$ cat config.mk
export PLATFORM = sky130hd
export DESIGN_NAME = lev_ram
export DESIGN_NICKNAME = d
export VERILOG_FILES = /design/src/rtl/assert_macros.svh /design/src/rtl/lev_ram.sv
export SDC_FILE = /design/constraint.sdc
export NUM_CORES = 1
export LEC_CHECK = 0
export ABC_AREA = 1
export BUFFER_PORTS_ARGS = -buffer_cell sky130_fd_sc_hd__buf_4
export CAP_MARGIN = 20
export CORE_MARGIN = 3
export CORE_UTILIZATION = 60
export CTS_BUF_LIST = sky130_fd_sc_hd__clkbuf_8
export DETAILED_ROUTE_END_ITERATION = 12
export GPL_TIMING_DRIVEN = 0
export MAX_ROUTING_LAYER = met4
export PLACE_DENSITY = 0.78
export SYNTH_ARGS = -nofsm -noshare
export SYNTH_HDL_FRONTEND = slang
export SYNTH_SLANG_ARGS = --single-unit
$ cat constraint.sdc
create_clock -name clk -period 1.6 [get_ports clk]
set_input_delay 0.24 -clock clk [delete_from_list [all_inputs] [get_ports clk]]
set_output_delay 0.24 -clock clk [all_outputs]
set_load 0.005 [all_outputs]
$ cat src/rtl/assert_macros.svh
// ----------------------------------------------------------------------------
// Assertion macros
// Clocked property checks shared by the link event recorder modules.
// ----------------------------------------------------------------------------
`ifndef ASSERT_MACROS_SVH
`define ASSERT_MACROS_SVH

`ifndef ASSERT_OFF
`define ASSERT_CLK(lbl, prop, msg) \
  lbl: assert property (@(posedge clk) disable iff (!rst_n) prop) else $error(msg);
`define ASSERT_ALWAYS(lbl, prop, msg) \
  lbl: assert property (@(posedge clk) prop) else $error(msg);
`else
`define ASSERT_CLK(lbl, prop, msg)
`define ASSERT_ALWAYS(lbl, prop, msg)
`endif

`endif

$ cat src/rtl/lev_ram.sv
// ----------------------------------------------------------------------------
// lev_ram
// Generic single-write, single-read RAM with registered read data.
// ----------------------------------------------------------------------------
module lev_ram #(
  parameter int WIDTH = 8,
  parameter int DEPTH = 16
) (
  input  logic                     clk,
  input  logic                     we,
  input  logic [$clog2(DEPTH)-1:0] waddr,
  input  logic [WIDTH-1:0]         wdata,
  input  logic                     re,
  input  logic [$clog2(DEPTH)-1:0] raddr,
  output logic [WIDTH-1:0]         rdata
);

  logic [WIDTH-1:0] mem [DEPTH];

  always_ff @(posedge clk) begin
    if (we) begin
      mem[waddr] <= wdata;
    end
    if (re) begin
      rdata <= mem[raddr];
    end
  end

endmodule

-- Word-level counts from Yosys, hierarchy flattened
Memory sizes are Yosys's and may differ from the RTL's. A register that Yosys moved wholly into a read port is not among the register bits.
Index checks and enable logic that the tools add are counted.
- muxes and demuxes: 2
- operator list (operator ; count):
    $mux W1 ; 2
- flip-flop bits (word level): 0
- output and inout bits: 8
- memory bits (writable): 128
- memories: 1
- input bits: 19
- word-level logic and storage cells: 3
- memories (memory ; depth ; width ; rd ports ; clocked after Yosys merged registers in ; write ports ; line ; text):
    mem ; 16 ; 8 ; 1 ; 1 ; 1 ; lev_ram.sv:18 ; logic [WIDTH-1:0] mem [DEPTH];

-- Longest topological paths before layout
- depth after elaboration: 2
- mapped depth: 8
- gate-level depth less buffers: 7

-- Least setup slack after synthesis
OpenSTA, ideal clock, no wires.
- path type: input -> register
- start: input port waddr[2]
- end: memory mem[10][0] (enable)
- stages on the path: 2
- data arrival time: 821 ps
- buffers on the path: 0
- setup time: 370 ps
- required time: 1230 ps
- setup slack: 409 ps
- cells stage by stage: nand3b_1 -> nor2_1
- RTL lines (what ; line ; text):
    start, declared ; lev_ram.sv:11 ; input logic [$clog2(DEPTH)-1:0] waddr,
    end, declared ; lev_ram.sv:18 ;
Straight into the memory's write port.

-- Worst setup path in the final report
- start: input port waddr[3]
- end: memory mem[4][6] (enable)
Straight into the memory's write port.

==> flow_summary.toml <==
[outcome]
status = "finished, final reports clean"

[sta]
hold_viol_final = 0
relSlewSlack_pct = 37.87
rsz0062_at_grt = "false"
min_period_ps = 1286
tns_ps = 0
slew_violations = 0
max_freq_ghz = 0.7773
setup_viol = 0
fin_crit_sh_pct = 80.41
tightest_slew_ps = 928.5
whs_ps = 75.83
fin_skew_ps = 10.49
setup_ws_ps = 313.5

[cells_and_area]
final_cell_mix = "nand2_1, edfxtp_1, inv_1, nand3_1, buf_4"
layout-area-overhead-vs-synth_pct = 12.86
layout-drive-gt1-share_pct = 12.73
antennaDiodeCount = 0
nFillCells = 661
final_nets = 612
final_common_cell = "nand2_1"

[power]
p_seq_share_pct = 53.7
power_frac_clock_pct = 39.2
p_comb_share_pct = 7.1
switching_power_w = 0.001654
internal_power_w = 0.005853
irDropWorstVdd_v = 0.0008516
power.density_mw_per_mm2 = 1138
swShare_pct = 22.03
p_leak_nw = 2.855

[setup_path]
start_kind = "primary input"
regToRegSetupSlack_ps = 400
crit_path_max_incr_delay_ps = 700
critPathCaptureType = "register"
worstSetupEndpoint = "mem[4][6]$_DFFE_PP_"
rr_worst_depth = 6
worstPathRequired_ps = 1660
path_cells = "buf_4 -> nand3b_1 -> nor2_1"
critPathKind = "in -> reg"
cp_top_family = "simple AND/OR/NAND/NOR gates"
r2r-start = "mem[10][4]$_DFFE_PP_"
cp_slowest_cell = "nor2_1"
cp.depth = 3
crit_fanout = 8
cp_num_buf_inv = 1
startpoint = "waddr[3]"
reg2reg_to = "rdata[4]$_DFFE_PP_"
critPathArrivalTime_ps = 1350

[die]
die_x_um = 104.7
die_h_um = 104.7
core-area_sq_mm = 0.009371
row_count = 35
fp.dieArea_sq_mm = 0.01097
ios = 27
start_util_pct = 62.39

[clock_tree]
cts_setup_buffers = 0
cts_htree_levels = 4
hold_buffers = 0
clkTransAtPathRegs_ps = 80
clock_path_buffers = 2
cts_tree = "done"
clock_latency_ps = 430
cts-root-buf = "clkbuf_8"
ctsResizeCount = 0
cts_made_buffers = 17
clock_sinks = 136

[global_route]
grt_first_pass_wirelength_um = 20920
grt_use_total_pct = 26.54
overflow = 0
antenna_found_initial = 0
grt_pass1_vias = 3765
grt_max_degree = 17

[yosys]
yosys.area_share.adder_pct = 0
avgSynthCellArea_sq_um = 10.61
synth_top_family_by_area = "simple AND/OR/NAND/NOR gates"
synthCells = 551
yosys.area_share.simple_pct = 20.76
synth_compound_area_share_pct = 0
yosysSeqAreaShare_pct = 69.85
muxShareOfSynthArea_pct = 0
ys_seq_elements = 136
synth.net_count = 570
synth_area_sq_mm = 0.005847
synth-xor-area-share_pct = 0
ys_warn_count = 0
ys_types = 11

[min_path]
hold_path.class = "in -> reg"

[placed_design]
place.gp.congestion = 0.9296
place_ws_ps = -93.73
io_buffers = 23
place_hpwl_um = 8806

[routing]
dr.pass1.iters = 7
routed_wl_um = 13320
first_iter_violations = 445
drc = 0
vias_per_cell = 5.362
postRouteAntennaNets = 0
vias = 3936
routedWlPerCell_um = 18.15

[flow_run]
drv_cap = 0
area by class of cell:
class,count,area [sq um],share of cell area [%]
sequential,136,4084,61.89
inverter,102,382.9,5.802
timing repair buffer,23,172.7,2.617
multi-input combinational,289,1214,18.39
clock inverter,14,183.9,2.787
clock buffer,17,234.0,3.546
buffer,24,166.4,2.522
tap,129,161.4,2.446
Yosys cell counts:
cell / number / area share, %
edfxtp_1: 136 / 70
nor2_1: 17 / 1.1
inv_2: 2 / 0.13
nand2_1: 173 / 11
buf_6: 6 / 1.2
buf_2: 13 / 1.1
buf_4: 4 / 0.51
buf_1: 1 / 0.064
nand3b_1: 2 / 0.26
inv_1: 100 / 6.4
nand3_1: 97 / 8.3
worst register-to-register path: cells and delay by family, from the launching register on:
family / cells / cell delay, ps
flip-flops: 1 / 390
AND/OR/NAND/NOR: 5 / 490
buffers and inverters: 1 / 70
worst min-delay path by stage:
stage	endpoint	start	depth (start not counted)	slack (ps)
final	rdata[0]$_DFFE_PP_	re	1	80
after global routing	rdata[5]$_DFFE_PP_	re	1	70
after CTS	rdata[0]$_DFFE_PP_	re	1	60
after detailed placement	rdata[0]$_DFFE_PP_	re	1	520
after global placement	rdata[4]$_DFFE_PP_	re	1	520
after floorplan	mem[0][0]$_DFFE_PP_	wdata[0]	0	340
kinds of logic (layout without fill, tap and decap cells):
logic type             Yosys count  in the layout
and+or+nand+nor                289            289
DFF                            136            136
buffers and inverters          126            180
through the flow:
step           instance area (sq um)  power (W)  util (%)  std cells
6_report                        6599   0.007507     70.41        734
2_1_floorplan                   5847   0.004389         -        551
5_1_grt                         6599   0.007770     70.41        734
3_5_place_dp                    6181   0.004626     65.95        703
3_3_place_gp                    6181   0.004609     65.95        703
4_1_cts                         6599   0.007520     70.41        734
power by group through the flow:
stage | logic, W | clock network [W] | registers (W)
after floorplan | 0.000281 | 0 | 0.00411
after global placement | 0.000505 | 0 | 0.00410
after detailed placement | 0.000518 | 0 | 0.00411
after CTS | 0.000525 | 0.00297 | 0.00403
after global routing | 0.000579 | 0.00316 | 0.00403
final | 0.000532 | 0.00295 | 0.00403
state kept, by name, indices dropped and copies added, names as in the netlist:
| register | flops |
|---|---|
| rdata | 8 |
| mem | 128 |
layer usage:
metal,vias to the layer above,GRT usage [%],part of all wire (%)
met3,29,6.053,12
met5,-,-,0
met2,241,39.21,46
met4,0,8.435,1.9
met1,1807,37.26,40
li1,1859,-,-
No activity file was read; power rests on OpenSTA's default activity.
