===== config.mk =====
export PLATFORM = sky130hd
export DESIGN_NAME = lev_state
export DESIGN_NICKNAME = d
export VERILOG_FILES = /design/src/rtl/lev_pkg.sv /design/src/rtl/lev_state.sv
export VERILOG_INCLUDE_DIRS = /design/src /design/src/rtl
export SDC_FILE = /design/constraint.sdc
export NUM_CORES = 2
export LEC_CHECK = 0
export BUFFER_PORTS_ARGS = -buffer_cell sky130_fd_sc_hd__buf_4
export CAP_MARGIN = 20
export CORE_ASPECT_RATIO = 0.7
export CORE_MARGIN = 1.5
export CORE_UTILIZATION = 55
export DETAILED_ROUTE_END_ITERATION = 10
export PLACE_DENSITY = 0.76
export SLEW_MARGIN = 20
export SYNTH_ARGS = -nofsm -noshare
export SYNTH_HDL_FRONTEND = slang
export SYNTH_SLANG_ARGS = --single-unit

===== constraint.sdc =====
create_clock -name clk -period 8.4 [get_ports clk]
set_clock_uncertainty 0.1 [all_clocks]
set_input_delay 0.42 -clock clk [delete_from_list [all_inputs] [get_ports clk]]
set_output_delay 0.42 -clock clk [all_outputs]
set_load 0.1 [all_outputs]

===== src/rtl/assert_macros.svh =====
// ----------------------------------------------------------------------------
// Assertion macros
// Clocked property checks shared by the link event recorder modules.
// ----------------------------------------------------------------------------
`ifndef ASSERT_MACROS_SVH
`define ASSERT_MACROS_SVH

`ifndef ASSERT_OFF
`define ASSERT_CLK(lbl, prop, msg) \
  lbl: assert property (@(posedge clk) disable iff (!rst_n) prop) else $error(msg);
`define ASSERT_ALWAYS(lbl, prop, msg) \
  lbl: assert property (@(posedge clk) prop) else $error(msg);
`else
`define ASSERT_CLK(lbl, prop, msg)
`define ASSERT_ALWAYS(lbl, prop, msg)
`endif

`endif


===== src/rtl/lev_pkg.sv =====
// ----------------------------------------------------------------------------
// lev_pkg
// Types and constants of the link event recorder.
// ----------------------------------------------------------------------------
package lev_pkg;

  localparam int RING_DEPTH = 64;
  localparam int RING_AW    = $clog2(RING_DEPTH);

  localparam logic [2:0] ACT_DISCONNECT  = 3'd0;
  localparam logic [2:0] ACT_CONNECT     = 3'd1;
  localparam logic [2:0] ACT_SCAN_DONE   = 3'd2;
  localparam logic [2:0] ACT_RADIO_START = 3'd3;
  localparam logic [2:0] ACT_RADIO_STOP  = 3'd4;
  localparam logic [2:0] ACT_RSSI        = 3'd5;
  localparam logic [2:0] ACT_READ_EVENT  = 3'd6;
  localparam logic [2:0] ACT_READ_STAT   = 3'd7;

  localparam logic [5:0] STAT_DISCONNECTS = 6'd32;
  localparam logic [5:0] STAT_REJOINS     = 6'd33;
  localparam logic [5:0] STAT_CONNECTS    = 6'd34;
  localparam logic [5:0] STAT_SCANS       = 6'd35;
  localparam logic [5:0] STAT_SCAN_FAILS  = 6'd36;
  localparam logic [5:0] STAT_LAST_REASON = 6'd37;
  localparam logic [5:0] STAT_HEAD        = 6'd38;

  localparam logic [15:0] CNT_SAT        = 16'hFFFF;
  localparam logic [7:0]  REASON_STD_MAX = 8'd24;
  localparam logic [7:0]  REASON_EXT_MIN = 8'd200;
  localparam logic [7:0]  REASON_EXT_MAX = 8'd206;
  localparam logic [7:0]  REASON_NO_REJ  = 8'd202;
  localparam logic [7:0]  REASON_REJOIN  = 8'd2;
  localparam logic [4:0]  BUCKET_EXT     = 5'd25;

  typedef struct packed {
    logic [2:0]         action;
    logic [31:0]        time_ms;
    logic [7:0]         code;
    logic               has_bssid;
    logic [47:0]        bssid;
    logic [7:0]         channel;
    logic [31:0]        ap_count;
    logic signed [7:0]  rssi;
    logic [31:0]        seq;
    logic [5:0]         stat_index;
  } lev_item_t;

  typedef struct packed {
    logic [31:0]        time_ms;
    logic [2:0]         kind;
    logic [7:0]         code;
    logic signed [31:0] value;
    logic [47:0]        bssid;
    logic [7:0]         channel;
    logic signed [7:0]  rssi;
  } lev_rec_t;

  localparam int REC_W = $bits(lev_rec_t);

  typedef struct packed {
    logic               we;
    logic [RING_AW-1:0] addr;
    lev_rec_t           rec;
  } lev_wr_t;

  typedef struct packed {
    logic        found;
    logic [31:0] stat_value;
  } lev_meta_t;

endpackage


===== src/rtl/lev_state.sv =====
// ----------------------------------------------------------------------------
// lev_state
// Link tracking, counters, ring head, record build and read lookups for one item.
// ----------------------------------------------------------------------------
`include "assert_macros.svh"

module lev_state import lev_pkg::*; (
  input  logic      clk,
  input  logic      rst_n,
  input  logic      upd,
  input  lev_item_t it,
  output lev_wr_t   wr,
  output lev_meta_t meta
);

  logic [31:0] head_r;
  logic [15:0] cnt_r [32];
  logic [31:0] disc_tot_r, rejoin_tot_r, conn_tot_r, scan_tot_r, fail_tot_r;
  logic [7:0]  last_reason_r;
  logic        linked_r;
  logic [47:0] link_bssid_r;
  logic [7:0]  link_chan_r;
  logic [31:0] link_time_r;
  logic [7:0]  last_rssi_r;
  logic [31:0] rssi_time_r;

  logic        is_disc, is_conn, is_scan, is_stop, is_rssi, push;
  logic [4:0]  bucket;
  logic        rejoin;
  logic [31:0] rssi_gap;
  logic        rssi_ok;
  logic [31:0] span;
  logic [47:0] bssid_in;
  lev_rec_t    rec;
  logic [31:0] stat;

  assign is_disc  = it.action == ACT_DISCONNECT;
  assign is_conn  = it.action == ACT_CONNECT;
  assign is_scan  = it.action == ACT_SCAN_DONE;
  assign is_stop  = it.action == ACT_RADIO_STOP;
  assign is_rssi  = it.action == ACT_RSSI;
  assign push     = it.action < ACT_RSSI;
  assign bssid_in = it.has_bssid ? it.bssid : 48'd0;

  always_comb begin
    if (it.code != 8'd0 && it.code <= REASON_STD_MAX) begin
      bucket = it.code[4:0];
    end else if (it.code >= REASON_EXT_MIN && it.code <= REASON_EXT_MAX) begin
      bucket = BUCKET_EXT + 5'(it.code - REASON_EXT_MIN);
    end else begin
      bucket = 5'd0;
    end
  end

  assign rejoin   = it.code == REASON_REJOIN ||
                    (it.code >= REASON_EXT_MIN && it.code != REASON_NO_REJ);
  assign rssi_gap = rssi_time_r - link_time_r;
  assign rssi_ok  = linked_r && rssi_time_r != 32'd0 && last_rssi_r != 8'd0 &&
                    !rssi_gap[31];

  always_comb begin
    rec         = '0;
    rec.time_ms = it.time_ms;
    rec.kind    = it.action;
    case (it.action)
      ACT_DISCONNECT: begin
        rec.code  = it.code;
        rec.value = -32'sd1;
        rec.bssid = bssid_in;
        if (linked_r && it.has_bssid && it.bssid == link_bssid_r) begin
          rec.channel = link_chan_r;
        end
        if (rssi_ok) begin
          rec.rssi  = last_rssi_r;
          rec.value = it.time_ms - rssi_time_r;
        end
      end
      ACT_CONNECT: begin
        rec.channel = it.channel;
        rec.bssid   = bssid_in;
      end
      ACT_SCAN_DONE: begin
        rec.code  = it.code;
        rec.value = it.ap_count;
      end
      default: ;
    endcase
  end

  assign wr.we   = upd && push;
  assign wr.addr = head_r[RING_AW-1:0];
  assign wr.rec  = rec;

  always_comb begin
    stat = 32'd0;
    if (!it.stat_index[5]) begin
      stat = {16'd0, cnt_r[it.stat_index[4:0]]};
    end else begin
      case (it.stat_index)
        STAT_DISCONNECTS: stat = disc_tot_r;
        STAT_REJOINS:     stat = rejoin_tot_r;
        STAT_CONNECTS:    stat = conn_tot_r;
        STAT_SCANS:       stat = scan_tot_r;
        STAT_SCAN_FAILS:  stat = fail_tot_r;
        STAT_LAST_REASON: stat = {24'd0, last_reason_r};
        STAT_HEAD:        stat = head_r;
        default:          stat = 32'd0;
      endcase
    end
  end

  assign span            = head_r - it.seq;
  assign meta.found      = it.action == ACT_READ_EVENT && span != 32'd0 &&
                           span < 32'(RING_DEPTH);
  assign meta.stat_value = it.action == ACT_READ_STAT ? stat : 32'd0;

  always_ff @(posedge clk) begin
    if (!rst_n) begin
      head_r        <= '0;
      disc_tot_r    <= '0;
      rejoin_tot_r  <= '0;
      conn_tot_r    <= '0;
      scan_tot_r    <= '0;
      fail_tot_r    <= '0;
      last_reason_r <= '0;
      linked_r      <= 1'b0;
      link_bssid_r  <= '0;
      link_chan_r   <= '0;
      link_time_r   <= '0;
      last_rssi_r   <= '0;
      rssi_time_r   <= '0;
      for (int i = 0; i < 32; i++) begin
        cnt_r[i] <= '0;
      end
    end else if (upd) begin
      if (push) begin
        head_r <= head_r + 32'd1;
      end
      if (is_disc) begin
        linked_r      <= 1'b0;
        disc_tot_r    <= disc_tot_r + 32'd1;
        last_reason_r <= it.code;
        if (rejoin) begin
          rejoin_tot_r <= rejoin_tot_r + 32'd1;
        end
        for (int i = 0; i < 32; i++) begin
          if (bucket == 5'(i) && cnt_r[i] != CNT_SAT) begin
            cnt_r[i] <= cnt_r[i] + 16'd1;
          end
        end
      end
      if (is_conn) begin
        linked_r     <= 1'b1;
        link_bssid_r <= bssid_in;
        link_chan_r  <= it.channel;
        link_time_r  <= it.time_ms;
        conn_tot_r   <= conn_tot_r + 32'd1;
      end
      if (is_scan) begin
        scan_tot_r <= scan_tot_r + 32'd1;
        if (it.code != 8'd0) begin
          fail_tot_r <= fail_tot_r + 32'd1;
        end
      end
      if (is_stop) begin
        linked_r <= 1'b0;
      end
      if (is_rssi && it.rssi != 8'sd0) begin
        last_rssi_r <= it.rssi;
        rssi_time_r <= it.time_ms == 32'd0 ? 32'd1 : it.time_ms;
      end
    end
  end

  `ASSERT_CLK(a_head_step, wr.we |=> head_r == $past(head_r) + 32'd1, "head did not step")
  `ASSERT_CLK(a_head_hold, !wr.we |=> head_r == $past(head_r), "head moved without a record")
  `ASSERT_CLK(a_link_drop, upd && (is_stop || is_disc) |=> !linked_r, "link not dropped")
  `ASSERT_CLK(a_rssi_time, rssi_time_r == 32'd0 |-> last_rssi_r == 8'd0, "sample without time")

endmodule


Yosys cells after proc, flatten, opt, wreduce, memory -nomap -nowiden --
Memories as Yosys holds them, arrays and structs flattened. Cells that the tools add are included. Widths: inputs -> output; s select.
Storage, ports and cells: input port bits 181, bits in registers 329, latch bits 0, memories kept 1, RAM bits 512, output and inout port bits 179, ROM bits 0
Cells by class: multiplexer cells 209, div/mod/pow operators 0, add/sub/neg operators 43, eq/ne operators 79, reductions and logical operators 63, $lt $le $gt $ge 5, $mul 0, bitwise operators 32, shift-type cells 0
Memories:
- cnt_r | words 32, bits a word 16, rd ports 33, clocked after Yosys merged registers in 0, write ports 32, line lev_state.sv:17 | logic [15:0] cnt_r [32];
Operators by type and width (count):
- $add 16x1->16 const B | 32
- $mux 16 | 32
- $ne 16x16->1 const B | 32
- $pmux 32 s7 | 1
- $add 32x1->32 const B | 6
- $mux 1 | 164
- $mux 32 | 4
- $pmux 56 s2 | 1
- $sub 32x32->32 | 3
- $eq 5x5->1 const B | 16
- $pmux 40 s2 | 1
- $reduce_bool 32->1 | 2
- $eq 48x48->1 | 1
- $mux 48 | 1
- $logic_and 1x1->1 | 44
- $eq 6x6->1 const B | 7
- $eq 5x4->1 const B | 8
- $logic_not 32->1 | 1
- $lt 32x7->1 const B | 1
- $or 1x1->1 | 32
- $mux 8 | 3
- $reduce_bool 8->1 | 3
- $eq 5x3->1 const B | 4
- $eq 3x3->1 const B | 4
- other kinds (20) | 28

Logic depth before layout (Yosys ltp) --
depth after elaboration 12, mapped depth 13, depth with buffers taken out 13

Worst setup path before layout --
No wires, ideal clock.
path kind input to output, start point in it[17] (netlist bit), end point out meta[32] (netlist bit), required time 7.880 ns, path buffers 1, cell stages on the path 13, path slack 3.606 ns, arrival 4.274 ns, cell sequence inv_1 ha_1 buf_2 a211oi_2 o21bai_1 a2111oi_2 o21bai_1 a41o_1 a2111oi_0 a31oi_1 a311oi_1 nand4_1 nor4b_2
RTL lines:
- from (decl) | line lev_state.sv:11 | input lev_item_t it,
- to (decl) | line lev_state.sv:13 | output lev_meta_t meta

==> impl_metrics.env <==
export IMPL_cp_slowest_cell="o41ai_2"
export IMPL_drc_errors=0
export IMPL_synth_most_common_cell="nor2_1"
export IMPL_synth_top_family_by_area="simple AND/OR/NAND/NOR gates"
export IMPL_cts_sinks=841
export IMPL_yosys_area_share_simple=0.219
export IMPL_cp_required_ps=7880
export IMPL_grt_usage=0.327
export IMPL_insertion_delay_ps=690
export IMPL_yosys_top_cells_count="nor2_1, nand2_1, edfxtp_1, xor2_1, dfxtp_1"
export IMPL_dieArea_mm2=0.0939
export IMPL_grt_pass1_wl_um=235000
export IMPL_overflow=0
export IMPL_drt_iter0_drc=6283
export IMPL_clock_tree_root_cell="clkbuf_16"
export IMPL_synth_fa_ha_area_frac=0.0333
export IMPL_cp_cell_sequence="ha_1 > o21ai_0 > a21oi_1 > o41ai_2 > o21ai_1 > a41o_1 > a2111oi_0 > a31oi_1 > a311oi_1 > nand4_1 > nor4b_2 > buf_4"
export IMPL_fmax_mhz=195
export IMPL_core_mm2=0.0906
export IMPL_async_flop_share=0
export IMPL_cp_arrival_ps=4600
export IMPL_synth_nets=5663
export IMPL_synth_area_leaders="edfxtp_1, dfxtp_1, mux4_2, xor2_1, nor2_1"
export IMPL_cp_start_kind="register"
export IMPL_crit_type="register to primary output"
export IMPL_synth_area_leader_cell="edfxtp_1"
export IMPL_synth_top_cell_area_share=0.304
export IMPL_period_share=0.610
export IMPL_finalHoldViolations=0
export IMPL_rsz0062_at_grt="false"
export IMPL_gr_usage_met1=0.503
export IMPL_die_y_um=257
export IMPL_pwr_density_cell_mw_per_mm2=173
export IMPL_fin_tns_setup_ps=0
export IMPL_synth_xor_area_frac=0.117
export IMPL_die_width_um=366
export IMPL_drive_gt1_frac=0.132
export IMPL_gp_congestion=0.984
export IMPL_gr_usage_met2=0.420
export IMPL_area_growth_pct=14.3
export IMPL_power_leakage_nw=21.0
export IMPL_peakVddDrop_mv=0.154
export IMPL_path_delay_family="compound AO/OA/AOI/OAI gates"
export IMPL_dp_hpwl_um=114000
export IMPL_dp_slack_ps=3920
export IMPL_grt_max_degree=125
export IMPL_wl_um=156000
export IMPL_worstPathMaxFanout=6
export IMPL_io_pins=360
export IMPL_synthMuxAreaShare=0.0753
export IMPL_status="finished clean"
export IMPL_wl_per_cell_um=22.5
export IMPL_maxCapViolCount=0
export IMPL_numPortBuffers=359
export IMPL_cts_buffer_depth=3
export IMPL_ys_seq_area_frac=0.434
export IMPL_clk_pin_slew_worst_paths_ps=60
export IMPL_crit_path_end_kind="primary output"
export IMPL_avgSynthCellArea_um2=9.46
export IMPL_slew_viol_final=0
export IMPL_postCtsSetupBuffers=0
export IMPL_tritoncts="done"
export IMPL_nets=5949
export IMPL_use_met3=0.123
export IMPL_antenna_found_initial=10
export IMPL_cp_slowest_stage_delay_ps=580
export IMPL_synth_edf_count=512
export IMPL_start_util=0.559
export IMPL_fill_cells=7202
export IMPL_htreeDepth=3
export IMPL_path_buf_inv=1
export IMPL_grt_pass1_vias=38500
export IMPL_layout_setup_ws_ps=3280
export IMPL_ys_types=92
export IMPL_cts_resized=0
export IMPL_postSynthCellCount=5348
export IMPL_synth_area_mm2=0.0506
export IMPL_slew_headroom=0.282
export IMPL_hp_class="input port to register"
export IMPL_vias=42700
export IMPL_busiest_layer="met1"
export IMPL_synth_compound_area_share=0.0827
export IMPL_drtAntennaViolNets=0
export IMPL_finalSetupViolCount=0
export IMPL_dr_pass1_iters=7
export IMPL_tightest_slew_ps=1070
export IMPL_period_needed_ps=5120
export IMPL_ys_warnings_count=0
export IMPL_ys_seq_elements=841
export IMPL_rows=92
export IMPL_vias_per_cell=6.16
export IMPL_cts_buffers=85
export IMPL_synth_main_ff_cell="edfxtp_1"
[stage by stage]
stage                     power [mW]  hold slack (ps)  std cells  cell area (um2)   util
after floorplan                 5.56              336       5348            50600      -
after global placement          5.98              342       6665            53900  0.595
after CTS                       10.0             82.3       6922            57800  0.638
final                           10.0              136       6929            57800  0.638
after global routing            10.3              107       6926            57800  0.638
after detailed placement        5.99              347       6665            53900  0.595
[cells by family (layout without fill, tap and decap cells)]
| family | after synthesis | after routing |
|---|---|---|
| buffers and inverters | 471 | 823 |
| other | 0 | 7 |
| XOR/XNOR | 674 | 674 |
| adder cells (fa/ha/maj) | 134 | 134 |
| AO/OA/AOI/OAI | 656 | 656 |
| flip-flops | 841 | 841 |
| AND/OR/NAND/NOR | 2392 | 2392 |
| multiplexers | 180 | 180 |
[cell usage in the layout (no fill, tap or decap), types with 133 or more instances in the layout]
| cell | synthesis | layout |
|---|---|---|
| and3_1 | 149 | 149 |
| nand2_1 | 635 | 635 |
| dfxtp_1 | 329 | 329 |
| xor2_1 | 405 | 405 |
| edfxtp_1 | 512 | 512 |
| ha_1 | 133 | 133 |
| nand3_1 | 327 | 327 |
| buf_4 | 41 | 397 |
| mux4_2 | 160 | 160 |
| xnor2_1 | 269 | 269 |
| inv_1 | 162 | 162 |
| a21oi_1 | 251 | 250 |
| nor2_1 | 815 | 811 |
[what timing repair did]
item,CTS,global route
setup endpoints to repair,0,0
endpoints found under the hold margin,135,0
hold buffers,104,0
[final timing paths]
kind | startpoint | end | slack [ps] | cells after the start
max | head_r[2] | meta[32] | 3280 | 12
min | upd | last_rssi_r[2] | 140 | 3
max reg2reg | head_r[3] | head_r[30] | 5170 | 9
min reg2reg | link_time_r[1] | link_time_r[1] | 350 | 2
[worst min-delay path, stage by stage]
cell     delay (ps)
buf_4           190
nand4_1         180
a21oi_1          80
[report_power, final]
group	internal, mW	total (mW)	switching (mW)
sequential	4.52	4.73	0.210
clock	2.33	4.03	1.70
combinational	0.465	1.26	0.795
[layer usage]
layer	share of wire	up-vias
met5	0.00015	-
met4	0.027	4
met3	0.16	259
met2	0.39	2515
met1	0.43	20500
li1	-	19400
[cell type report]
type	instances	area, um2	share of cell area
multi-input combinational	4036	26700	0.462
sequential	841	22000	0.380
timing repair buffer	505	4080	0.0705
clock buffer	113	2410	0.0416
tap	1222	1530	0.0264
inverter	165	627	0.0108
clock inverter	40	492	0.00850
antenna	7	17.5	0.000303
[flip-flops by register name, summed over array words and instances (netlist names)]
name           count
conn_tot_r        32
last_rssi_r        8
last_reason_r      8
link_chan_r        8
rejoin_tot_r      32
rssi_time_r       32
link_bssid_r      48
scan_tot_r        32
disc_tot_r        32
linked_r           1
link_time_r       32
cnt_r            512
fail_tot_r        32
head_r            32
No activity file was read; power rests on OpenSTA's default activity.
